==> src/hw/rtl/bfc_pkg.sv <==
// Shared types and constants for the back-face cull and depth key block.
package bfc_pkg;

    localparam int IDX_W       = 9;
    localparam int RECIP_SHIFT = 21;

    // (2^21 + 1) / 3: exact floor(x / 3) for any x below 2^21
    localparam logic [19:0] RECIP3 = 20'd699051;

    typedef enum logic [1:0] {
        REQ_VERTEX,
        REQ_POLYGON,
        REQ_START,
        REQ_UNUSED
    } t_req;

    typedef struct packed {
        logic signed [31:0] x;
        logic signed [31:0] y;
        logic signed [31:0] z;
    } t_vec;

    typedef struct packed {
        logic done;
        logic back;
    } t_dot_res;

    typedef struct packed {
        logic               done;
        logic signed [31:0] avg;
    } t_div_res;

    typedef enum logic [1:0] {
        S_IDLE,
        S_FETCH,
        S_FINISH
    } t_state;

endpackage

==> src/hw/rtl/bfc_depth_div.sv <==
// Mean depth: signed sum over three or four corners, truncated toward zero.
module bfc_depth_div (
    input  logic                i_clk,
    input  logic                i_rst_n,
    input  logic                i_start,
    input  logic signed [33:0]  i_sum,
    input  logic                i_quad,
    output bfc_pkg::t_div_res   o_res
);

    logic [33:0] r_mag;
    logic [16:0] r_mh;
    logic [15:0] r_qh;
    logic        r_neg;
    logic        r_quad;
    logic [32:0] r_q;
    logic        r_neg2;
    logic        r_v1;
    logic        r_v2;

    logic        w_neg;
    logic [33:0] w_mag;
    logic [36:0] w_qh_prod;
    logic [16:0] w_rh;
    logic [18:0] w_x2;
    logic [38:0] w_ql_prod;
    logic [32:0] w_q;

    assign w_neg     = i_sum[33];
    assign w_mag     = w_neg ? (34'd0 - i_sum) : i_sum;
    assign w_qh_prod = 37'(w_mag[33:17]) * 37'(bfc_pkg::RECIP3);

    // high half: q = mh / 3, remainder carried into the low half
    assign w_rh      = r_mh - (17'({r_qh, 1'b0}) + 17'(r_qh));
    assign w_x2      = {w_rh[1:0], r_mag[16:0]};
    assign w_ql_prod = 39'(w_x2) * 39'(bfc_pkg::RECIP3);
    assign w_q       = r_quad ? 33'(r_mag[33:2])
                              : {r_qh, w_ql_prod[37:bfc_pkg::RECIP_SHIFT]};

    always_ff @(posedge i_clk) begin
        if (i_start) begin
            r_mag  <= w_mag;
            r_mh   <= w_mag[33:17];
            r_qh   <= w_qh_prod[36:bfc_pkg::RECIP_SHIFT];
            r_neg  <= w_neg;
            r_quad <= i_quad;
        end
        if (r_v1) begin
            r_q    <= w_q;
            r_neg2 <= r_neg;
        end
    end

    always_ff @(posedge i_clk) begin
        if (!i_rst_n) begin
            r_v1 <= 1'b0;
            r_v2 <= 1'b0;
        end else begin
            r_v1 <= i_start;
            r_v2 <= r_v1;
        end
    end

    assign o_res.done = r_v2;
    assign o_res.avg  = r_neg2 ? 32'(33'd0 - r_q) : 32'(r_q);

endmodule

==> config.mk <==
export PLATFORM = sky130hd
export DESIGN_NAME = bfc_depth_div
export DESIGN_NICKNAME = d
export VERILOG_FILES = /design/src/hw/rtl/bfc_pkg.sv /design/src/hw/rtl/bfc_depth_div.sv
export SDC_FILE = /design/constraint.sdc
export NUM_CORES = 1
export LEC_CHECK = 0
export BUFFER_PORTS_ARGS = -buffer_cell sky130_fd_sc_hd__buf_2
export CORE_AREA = 2 2 134 201
export DETAILED_ROUTE_END_ITERATION = 6
export DIE_AREA = 0 0 136 203
export HOLD_SLACK_MARGIN = 0.12
export PLACE_DENSITY = 0.72
export REMOVE_ABC_BUFFERS = 1
export SETUP_SLACK_MARGIN = 0.4
export SLEW_MARGIN = 30
export SYNTH_ARGS = -nofsm -noshare
export SYNTH_HDL_FRONTEND = slang
export SYNTH_SLANG_ARGS = --single-unit
==> constraint.sdc <==
create_clock -name i_clk -period 12.13 [get_ports i_clk]
set_clock_uncertainty 0.05 [all_clocks]
set_input_delay 1.8195 -clock i_clk [delete_from_list [all_inputs] [get_ports i_clk]]
set_output_delay 1.8195 -clock i_clk [all_outputs]
set_load 0.05 [all_outputs]
Word-level counts from Yosys, hierarchy flattened:

Index checks and enable logic that the tools add are counted.

* flip-flop bits (word level): 88
* output and inout bits: 33
* word-level logic and storage cells: 18

* add/sub/neg operators: 4
* multiply operators: 2
* mux-type cells: 3

Operator list (count)
* 2-to-1 mux 32 bit: 2
* multiplier 19 x 20 -> 38 bit, second input constant: 1
* multiplier 17 x 20 -> 36 bit, second input constant: 1
* 2-to-1 mux 34 bit: 1
* subtractor 1 x 34 -> 34 bit, first input constant: 1
* subtractor 1 x 32 -> 32 bit, first input constant: 1
* adder 2 bit: 1
* subtractor 2 bit: 1

Depth between registers and ports, before layout:

* depth after elaboration: 4
* depth in mapped cells: 29
* mapped depth without buffers: 29

Least setup slack after synthesis:

No wires, ideal clock.

* path kind: input -> register
* from: in i_sum[9]
* to: reg r_qh[8] (data pin)
* library setup time: 0.259 ns
* arrival: 8.658 ns
* required time: 11.821 ns
* path slack: 3.163 ns
* stages on the path: 26
* cell sequence: or4_1 -> or2_4 -> or4_4 -> o21ai_0 -> xor2_1 -> inv_1 -> ha_1 -> fa_1 -> inv_1 -> fa_1 -> inv_1 -> fa_1 -> inv_1 -> fa_1 -> fa_1 -> inv_1 -> ha_1 -> a21o_1 -> a21o_1 -> a21oi_1 -> o22a_1 -> o31ai_2 -> o21a_1 -> a211o_1 -> and2_1 -> xor2_1

* longest elaborated chain between the ends: 3

RTL lines
* from (decl): line bfc_depth_div.sv:6 `input logic signed [33:0] i_sum,`
* subtractor 1 x 34 -> 34 bit: line bfc_depth_div.sv:30 `assign w_mag = w_neg ? (34'd0 - i_sum) : i_sum;`
* 2-to-1 mux 34 bit: line bfc_depth_div.sv:30
* via w_mag[21]: line bfc_depth_div.sv:22 `logic [33:0] w_mag;`
* multiplier 17 x 20 -> 36 bit: line bfc_depth_div.sv:31 `assign w_qh_prod = 37'(w_mag[33:17]) * 37'(bfc_pkg::RECIP3);`
* via w_qh_prod[29]: line bfc_depth_div.sv:23 `logic [36:0] w_qh_prod;`
* to (signal assigned): line bfc_depth_div.sv:44 `r_qh <= w_qh_prod[36:bfc_pkg::RECIP_SHIFT];`
* to (decl): line bfc_depth_div.sv:13 `logic [15:0] r_qh;`

The timed path passes the listed nets, and every way through them passes these cells.
A chain may end at the register's enable or synchronous reset.

Final worst setup path:

* from: in i_sum[2]
* to: reg r_qh[13] (data pin)

The elaborated chain is that of the path after synthesis.

==> summary.txt <==
Status: finished, final reports clean
Antenna diode count: 0
Tmin final: 9360 ps
CTS buffer count: 9
Commonest non-fill, non-tap cells in the layout: inv_1, ha_1, fa_1, edfxtp_1, xnor2_1
Unrepaired setup endpoints after global routing: false
Post-route DRC: 0
Die H: 203 um
Via count: 9578
Synthesis warning total: 0
Register-to-Register Path Depth: 24
Hold Path Class: reg -> reg
Final setup fails: 0
Post-CTS Hold Buffers: 0
Clock transition at the registers of the reported paths: 90 ps
Synthesis-stage register bit count: 86
Post-CTS Setup Bufs: 0
Final hold violation count: 0
Final Max Tran Viols: 0
MaxCap Viol Count: 0
GPL Wtd Cong: 0.948
Top post-synthesis cells by area: fa_1, ha_1, edfxtp_1, inv_1, xnor2_1
Core Box Area: 25800 um2
Layout cell share with drive strength beyond 1: 0.0846
Post-route ant nets: 0
DPL Wire Length: 26700 um
Worst Hold Depth: 0
Vias in the first global route: 10500
Clock Tree Root: clkbuf_16
CTS tree: built
Nets: 1898
Starting Density: 0.544
Num Clock Sinks: 86
First-pass GRT wire length: 51500 um
Max transition margin: 0.383
Die footprint: 27600 um2
Tcrit/Tclk final: 0.772
Worst-skew pair later-pin latency: 380 ps
Multi-input gate area: 10100 um2
Max Fclk: 107 MHz
Crit-path slowest cell: fa_1
Cts repair resizes: 0
Initial antenna violation count: 0
Drt first pass iters: 4
Chip Width: 136 um
CP required: 12210 ps
DR vias/cell: 5.43
Yosys top cell area share: 0.264
Iter 0 DRT Violations: 300
Area grow syn2layout: 7.37%
Post-synth EDFFs: 84
Critical path type: in -> reg
CP arrival: 9440 ps
Post-Place Cells: 1746
Most common cell after layout, fill and taps aside: inv_1
WL final: 31000 um
Clock tree buffer depth: 2
Sequential area share after synthesis: 0.183
Top Ports: 71
Tot GR Track Use: 0.245
Final setup TNS: 0 ps
Port bufs: 70
Register Area: 2560 um2
FP Rows: 72
Largest stage delay, worst path: 600 ps
CP Capture Type: flop
Slew @ Worst Pin: 918 ps
Maximum number of pins on one net before global-route repair: 53
Crit Path Max Fanout: 5
Synth unique cells: 65
Synth Instances: 1357
WL per Instance: 17.6 um
Startpoint Class: input port
Ys flop type: edfxtp_1
Fillers: 2228
Total grt overflow: 0
H-tree depth: 3
Area of the mapped netlist: 14000 um2
Area leader, netlist: fa_1
Non-Filler Instances: 1763
Asr flop ratio synth: 0
Mapped Avg Cell Area: 10.3 um2
[area by class of cell]
cell class | count | area share
clock buffers | 9 | 0.0150
repair buffers | 74 | 0.0258
well taps | 333 | 0.0277
multi-input cells | 909 | 0.670
inverters | 345 | 0.0860
clock inverters | 7 | 0.00499
flip-flops and latches | 86 | 0.170
[registers in the layout, summed over array words and instances (netlist names)]
signal,cells
r_neg,1
r_q,32
r_neg2,1
r_mag,34
r_v2,1
r_v1,1
r_qh,15
r_quad,1
[worst max-delay path, delay by kind of cell]
family                     cells  cell delay (ps)
xor gates and xnor gates       2              420
buffers and inverters          6              540
and+or+nand+nor                4             1300
adders and majority gates      7             3460
AOI/OAI and AO/OA              7             1880
[cell families (layout without fill, tap and decap cells)]
family	count (synthesis)	after routing	share of synthesized area
fa+ha+maj	435	435	0.487
buf+inv	362	435	0.0974
compound gates	195	195	0.0950
simple gates	165	165	0.0637
xor+xnor	98	98	0.0612
flops	86	86	0.183
mux	16	16	0.0128
[synth_stat cells (all sizes together) (6+ instances only)]
| library cell | count |
|---|---|
| o41ai | 9 |
| nor3 | 14 |
| mux2 | 15 |
| xor2 | 20 |
| nand3 | 11 |
| o21a | 10 |
| or4 | 9 |
| inv | 345 |
| xnor2 | 78 |
| nand2 | 48 |
| nand2b | 8 |
| a21o | 31 |
| ha | 250 |
| a211oi | 7 |
| a21oi | 29 |
| o21ai | 52 |
| edfxtp | 84 |
| o31ai | 26 |
| and3 | 6 |
| or3 | 12 |
| and2 | 7 |
| clkbuf | 15 |
| fa | 185 |
| nor2 | 25 |
[metal layers]
layer | track usage | share of wire | up-vias
li1 | - | - | 4600
met1 | 0.234 | 0.35 | 4752
met2 | 0.487 | 0.57 | 142
met3 | 0.0270 | 0.015 | 84
met4 | 0.146 | 0.068 | 0
met5 | 0 | 0 | -
[per-stage QoR]
step | hold WS, ps | instance area (um2) | util | worst slack, ps
after floorplan | 350 | 14000 | - | 3160
after global placement | 355 | 14700 | 0.572 | 2470
after detailed placement | 370 | 14700 | 0.572 | 2370
after CTS | 378 | 15000 | 0.584 | 2760
after global routing | 377 | 15100 | 0.584 | 2340
final | 375 | 15100 | 0.584 | 2770
[final timing paths]
check                          from  slack (ps)                  to
setup / recovery           i_sum[2]        2770  r_qh[13]$_DFFE_PP_
hold / removal      r_neg$_DFFE_PP_         380    r_neg2$_DFFE_PP_
setup reg to reg  r_qh[0]$_DFFE_PP_        4790   r_q[15]$_DFFE_PP_
hold reg to reg     r_neg$_DFFE_PP_         380    r_neg2$_DFFE_PP_
Power is left out: the tool's default activity adds up to more than one toggle a clock period on the data nets, which glitch-free logic cannot reach.
