==> src/hw/rtl/bfc_pkg.sv <==
// Shared types and constants for the back-face cull and depth key block.
package bfc_pkg;

    localparam int IDX_W       = 9;
    localparam int RECIP_SHIFT = 21;

    // (2^21 + 1) / 3: exact floor(x / 3) for any x below 2^21
    localparam logic [19:0] RECIP3 = 20'd699051;

    typedef enum logic [1:0] {
        REQ_VERTEX,
        REQ_POLYGON,
        REQ_START,
        REQ_UNUSED
    } t_req;

    typedef struct packed {
        logic signed [31:0] x;
        logic signed [31:0] y;
        logic signed [31:0] z;
    } t_vec;

    typedef struct packed {
        logic done;
        logic back;
    } t_dot_res;

    typedef struct packed {
        logic               done;
        logic signed [31:0] avg;
    } t_div_res;

    typedef enum logic [1:0] {
        S_IDLE,
        S_FETCH,
        S_FINISH
    } t_state;

endpackage

==> src/hw/rtl/bfc_dot_unit.sv <==
// Facing test: exact dot of (tip - v) with -v on one shared multiplier.
module bfc_dot_unit (
    input  logic                i_clk,
    input  logic                i_rst_n,
    input  logic                i_start,
    input  bfc_pkg::t_vec       i_tip,
    input  bfc_pkg::t_vec       i_vert,
    output bfc_pkg::t_dot_res   o_res
);

    logic signed [32:0] r_dx, r_dy, r_dz;
    logic signed [32:0] r_nx, r_ny, r_nz;
    logic signed [65:0] r_prod;
    logic signed [67:0] r_acc;
    logic [1:0]         r_k;
    logic               r_mul_on;
    logic               r_prod_v;
    logic               r_prod_last;
    logic               r_done;

    logic signed [32:0] w_a;
    logic signed [32:0] w_b;
    logic signed [65:0] w_prod;

    always_comb begin
        case (r_k)
            2'd0: begin
                w_a = r_dx;
                w_b = r_nx;
            end
            2'd1: begin
                w_a = r_dy;
                w_b = r_ny;
            end
            default: begin
                w_a = r_dz;
                w_b = r_nz;
            end
        endcase
    end

    assign w_prod = 66'(w_a) * 66'(w_b);

    always_ff @(posedge i_clk) begin
        if (i_start) begin
            r_dx  <= 33'($signed(i_tip.x)) - 33'($signed(i_vert.x));
            r_dy  <= 33'($signed(i_tip.y)) - 33'($signed(i_vert.y));
            r_dz  <= 33'($signed(i_tip.z)) - 33'($signed(i_vert.z));
            r_nx  <= 33'sd0 - 33'($signed(i_vert.x));
            r_ny  <= 33'sd0 - 33'($signed(i_vert.y));
            r_nz  <= 33'sd0 - 33'($signed(i_vert.z));
            r_acc <= '0;
        end else if (r_prod_v) begin
            r_acc <= r_acc + 68'(r_prod);
        end
        if (r_mul_on) begin
            r_prod <= w_prod;
        end
    end

    always_ff @(posedge i_clk) begin
        if (!i_rst_n) begin
            r_mul_on    <= 1'b0;
            r_k         <= 2'd0;
            r_prod_v    <= 1'b0;
            r_prod_last <= 1'b0;
            r_done      <= 1'b0;
        end else begin
            if (i_start) begin
                r_mul_on <= 1'b1;
                r_k      <= 2'd0;
            end else if (r_mul_on) begin
                r_k <= r_k + 2'd1;
                if (r_k == 2'd2) begin
                    r_mul_on <= 1'b0;
                end
            end
            r_prod_v    <= r_mul_on;
            r_prod_last <= r_mul_on && (r_k == 2'd2);
            r_done      <= r_prod_v && r_prod_last;
        end
    end

    assign o_res.done = r_done;
    assign o_res.back = r_acc[67];

endmodule

==> config.mk <==
export PLATFORM = sky130hd
export DESIGN_NAME = bfc_dot_unit
export DESIGN_NICKNAME = d
export VERILOG_FILES = /design/src/hw/rtl/bfc_pkg.sv /design/src/hw/rtl/bfc_dot_unit.sv
export SDC_FILE = /design/constraint.sdc
export NUM_CORES = 2
export LEC_CHECK = 0
export BUFFER_PORTS_ARGS = -buffer_cell sky130_fd_sc_hd__buf_2
export CELL_PAD_IN_SITES_DETAIL_PLACEMENT = 0
export CELL_PAD_IN_SITES_GLOBAL_PLACEMENT = 1
export CORE_ASPECT_RATIO = 0.5
export CORE_MARGIN = 3
export CORE_UTILIZATION = 55
export DETAILED_ROUTE_END_ITERATION = 8
export PLACE_DENSITY_LB_ADDON = 0.1
export SLEW_MARGIN = 10
export SYNTH_ARGS = -nofsm -noshare
export SYNTH_HDL_FRONTEND = slang
export SYNTH_SLANG_ARGS = --single-unit
==> constraint.sdc <==
create_clock -name i_clk -period 17.7 [get_ports i_clk]
set_clock_uncertainty 0.1 [all_clocks]
set_input_delay 3.54 -clock i_clk [delete_from_list [all_inputs] [get_ports i_clk]]
set_output_delay 3.54 -clock i_clk [all_outputs]
set_load 0.01 [all_outputs]
# Word level (Yosys, flattened, before mapping)
# Cells that the tools add are included.
# op_classes
n_reduce_logical	4
bitwise_logic	1
n_mul	1
eq_ne	2
muxes	5
addsub	8
# ops
cell	n
$pmux W33 S2	2
$sub A1 B32 Y33 const A	3
$sub A32 B32 Y33	3
$add A68 B66 Y68	1
$mul A33 B33 Y66	1
$mux W1	3
$add A2 B1 Y2 const B	1
$eq A2 B1 Y1 const B	1
$eq A2 B2 Y1 const B	1
$logic_and A1 B1 Y1	2
$logic_not A2 Y1	1
$reduce_or A2 Y1	1
$not A1 Y1	1
# word_totals
reg_bits	338
elab_cells	34

# Depth between registers and ports, before layout
# logic_depth
depth_word	4
ltp_mapped	36

# Worst setup path before layout
# OpenSTA, ideal clock, no wires.
# synth_path
path_type	flip-flop to flip-flop
startpoint	reg r_k[0]
endpoint	reg r_prod[64] (data pin)
period_less_slack_ps	9454
arrival_time_ps	9091
path_stages_with_launch	35
required_time_ps	17337
slack_ps	8246
cell_sequence	dfxtp_1 inv_1 ha_1 nor2_1 clkbuf_1 buf_1 a21oi_1 clkbuf_1 nor2_1 fa_1 inv_1 fa_1 inv_1 fa_1 inv_1 fa_1 inv_1 fa_1 fa_1 fa_1 inv_1 fa_1 inv_1 ha_1 a21o_1 a21o_1 a21oi_1 nand2_1 a21oi_1 a21boi_0 a221o_1 nand4_1 a41oi_1 a311oi_1 xnor2_1
# synth_between
elab_chain_cells	3
word_cells_on_any_way	5
# synth_rtl
element	line	text
start, declared	bfc_dot_unit.sv:15	logic [1:0] r_k;
start signal, assigned	bfc_dot_unit.sv:73	r_k <= r_k + 2'd1;
$eq A2 B1 Y1 / $logic_not A2 Y1 (equally long branches)	bfc_dot_unit.sv:26	case (r_k)
$pmux W33 S2	bfc_dot_unit.sv:26	
$mul A33 B33 Y66 *	bfc_dot_unit.sv:42	assign w_prod = 66'(w_a) * 66'(w_b);
via w_prod[64]	bfc_dot_unit.sv:23	logic signed [65:0] w_prod;
end signal, assigned	bfc_dot_unit.sv:57	r_prod <= w_prod;
end, declared	bfc_dot_unit.sv:13	logic signed [65:0] r_prod;
# Mark *: on every way through the listed nets, which the timed path passes. The rest lies on a longest branch.
# A chain may end at the register's enable or synchronous reset.

# Worst setup path after layout
# layout_path
startpoint	reg r_k[0]
endpoint	reg r_prod[63] (data pin)
# The elaborated chain is that of the path after synthesis.

==> out/qor.txt <==
status -> completed
Area growth syn-to-layout -> 6.707%
CTS HTree Levels -> 2
vias post-DR -> 46150
Setup TNS -> 0 ns
largest net degree at the start of global routing -> 98
Crit Path Class -> flip-flop to flip-flop
Avg Vias per Cell -> 5.817
Crit Path Max Fanout -> 55
Yosys top cell area share -> 38.82%
RSZ-0062 raised after global routing -> no
hold path start -> r_acc[52]
Starting Density -> 55.93%
CP max stage cell -> a21o_1
CP endpoint kind -> flip-flop
clock buffer depth -> 3
clk sinks -> 338
max_slew headroom -> 10.21%
CTS tree -> yes
async set-reset flop share out of synthesis -> 0%
layout net count -> 8206
Post-CTS Hold Buffers -> 0
final setup violation count -> 0
GPL Wtd Cong -> 1.016
Num CTS Buffers -> 36
WP data required -> 17.92 ns
post-synth top area cell -> fa_1
DR pass1 iterations -> 8
number of global-route vias before repair -> 47940
Post-Syn Nets -> 8113
layout cells sized above 1 -> 6.488%
#FFs+latches synth -> 338
clock-pin slew on the worst setup and hold paths -> 0.06 ns
hold crit path type -> flip-flop to flip-flop
Port Buffer Count -> 196
Hold Fails Final Rpt -> 0
Routed WL per cell -> 24.56 um
Distinct cells, synth -> 84
Post-synth EDFFs -> 264
initial antenna violation count -> 18
Post-Synthesis Cells -> 6383
Final Cycle Share -> 62.33%
Slew @ Worst Pin -> 1.347 ns
crit-path max cell delay -> 0.93 ns
Critical Path Source Type -> flip-flop
crit path DAT -> 11.25 ns
Core Footprint -> 105900 um^2
Clock Tree Root -> clkbuf_16
GRT Total Usage -> 35.11%
DIE AREA -> 111900 um^2
Die Y -> 238.1 um
Max Freq -> 90.64 MHz
most used cell, CP -> fa_1
hpwl dp -> 151700 um
max-cap viol count -> 0
largest cells by area after synthesis -> fa_1, edfxtp_1, ha_1
Post-CTS Repair Setup Buffers -> 0
min Tclk post-route -> 11.03 ns
synth warn -> 0
Post-synth top flop -> edfxtp_1
RR Startpoint -> r_k[0]
first-iteration detailed-routing DRC count -> 4717
Post-DRT Antenna Nets -> 0
post-synthesis sequential area ratio -> 15.88%
Worst Setup SP -> r_k[0]
Boundary Pins -> 197
syn avg cell area -> 9.283 um^2
DRT Wirelength -> 194900 um
GR Overflow Total -> 0
Cell Rows -> 84
Mapped Area -> 59250 um^2
first-pass GRT wire length -> 293100 um
Filler Cell Count -> 9317
latest clock arrival within the worst-skew pair -> 0.63 ns
final slew viol count -> 0
DIE WIDTH -> 470.2 um
CTS resizes -> 0
Residual DRC -> 0
[layout make-up]
type / count / area, um^2 / share of cell area (%)
tap: 1419 / 1775 / 2.808
inverter: 1255 / 4711 / 7.451
timing repair buffer: 308 / 1832 / 2.897
sequential: 338 / 9414 / 14.89
clock buffer: 48 / 987.2 / 1.561
multi-input combinational: 4537 / 44310 / 70.08
antenna: 11 / 27.53 / 0.04354
clock inverter: 18 / 171.4 / 0.2711
[worst paths after layout]
| check | slack [ns] | cells after the start | to |
|---|---|---|---|
| setup / recovery | 6.67 | 31 | r_prod[63] |
| hold / removal | 0.40 | 2 | r_acc[52] |
| hold reg to reg | 0.40 | 2 | r_acc[52] |
| setup reg to reg | 6.67 | 31 | r_prod[63] |
[through the flow]
step / instance area [um^2] / utilization, % / hold WS (ns) / instances / setup WS, ns
final: 63230 / 59.68 / 0.3975 / 7934 / 6.667
after global placement: 62040 / 58.56 / 0.3747 / 7857 / 6.990
after floorplan: 59250 / - / 0.3366 / 6383 / 8.246
after CTS: 63200 / 59.65 / 0.3953 / 7923 / 6.833
after detailed placement: 62040 / 58.56 / 0.3863 / 7857 / 6.845
after global routing: 63200 / 59.66 / 0.4078 / 7924 / 6.141
[state kept, by name, summed over array words and instances, names as in the netlist]
register	flops
r_acc	68
r_prod	66
r_dx	33
r_dy	33
r_dz	33
r_nx	33
r_ny	33
r_nz	33
r_k	2
r_done	1
r_mul_on	1
r_prod_last	1
r_prod_v	1
[synthesized netlist by cell type (6+ instances only)]
master / n
and3_1: 26
nor2b_1: 35
a21boi_0: 10
o31ai_1: 13
nand3_1: 54
a211oi_1: 24
clkbuf_1: 229
edfxtp_1: 264
nand2b_1: 37
a21o_1: 163
a31oi_1: 23
ha_1: 386
xnor2_1: 236
nor3_1: 59
a22o_1: 63
a311oi_1: 6
o211ai_1: 20
a221oi_1: 6
buf_1: 17
or3_1: 19
a22oi_1: 8
mux2i_1: 57
xor2_1: 60
nand2_1: 672
dfxtp_1: 74
o21a_1: 31
and2_1: 17
o21ai_0: 108
o2111ai_1: 6
inv_1: 1254
o22ai_1: 6
nand4_1: 36
nor2_1: 789
a31o_2: 7
nor4_1: 20
fa_1: 1149
o21bai_1: 30
a21oi_1: 271
a211o_1: 7
[logic make-up after synthesis]
kind of cell,Yosys count,synth area share [%]
AO/OA/AOI/OAI,853,9.547
AND/OR/NAND/NOR,1796,12.65
flip-flops,338,15.88
multiplexers,57,0.9629
XOR/XNOR,296,4.375
buffers and inverters,1508,9.616
adder cells (fa/ha/maj),1535,46.97
[cell usage in the layout (no fill, tap or decap), drive strengths merged, types with 10 or more instances in the layout]
master,n
clkbuf,48
nor3,59
clkinv,13
edfxtp,264
a22o,63
buf,308
o21bai,30
mux2i,57
nand3,54
a21boi,10
a31oi,24
xor2,60
and3,28
o211ai,20
a21oi,271
dfxtp,74
nor4,20
nand4,36
and2,19
a211oi,24
nand2b,37
fa,1149
nor2,789
nor2b,35
inv,1255
diode,11
or3,20
o21a,31
a21o,166
o21ai,110
xnor2,236
o31ai,13
ha,386
nand2,672
[worst max-delay path, delay by kind of cell (launching register included)]
family          cells  cell delay, ns
fa+ha+maj          10            5.03
simple gates        3            0.72
flops               1            0.38
buf+inv             8            1.23
compound gates     10            3.26
[per-layer routing]
metal	vias to the layer above	track usage [%]	share of wire, %
met5	-	0.6633	0.14
met2	2556	48.00	39
met3	443	18.00	16
li1	20140	-	-
met4	30	10.41	3.7
met1	22980	48.51	41
Power is left out: the tool's default activity adds up to more than one toggle a clock period on the data nets, which glitch-free logic cannot reach.
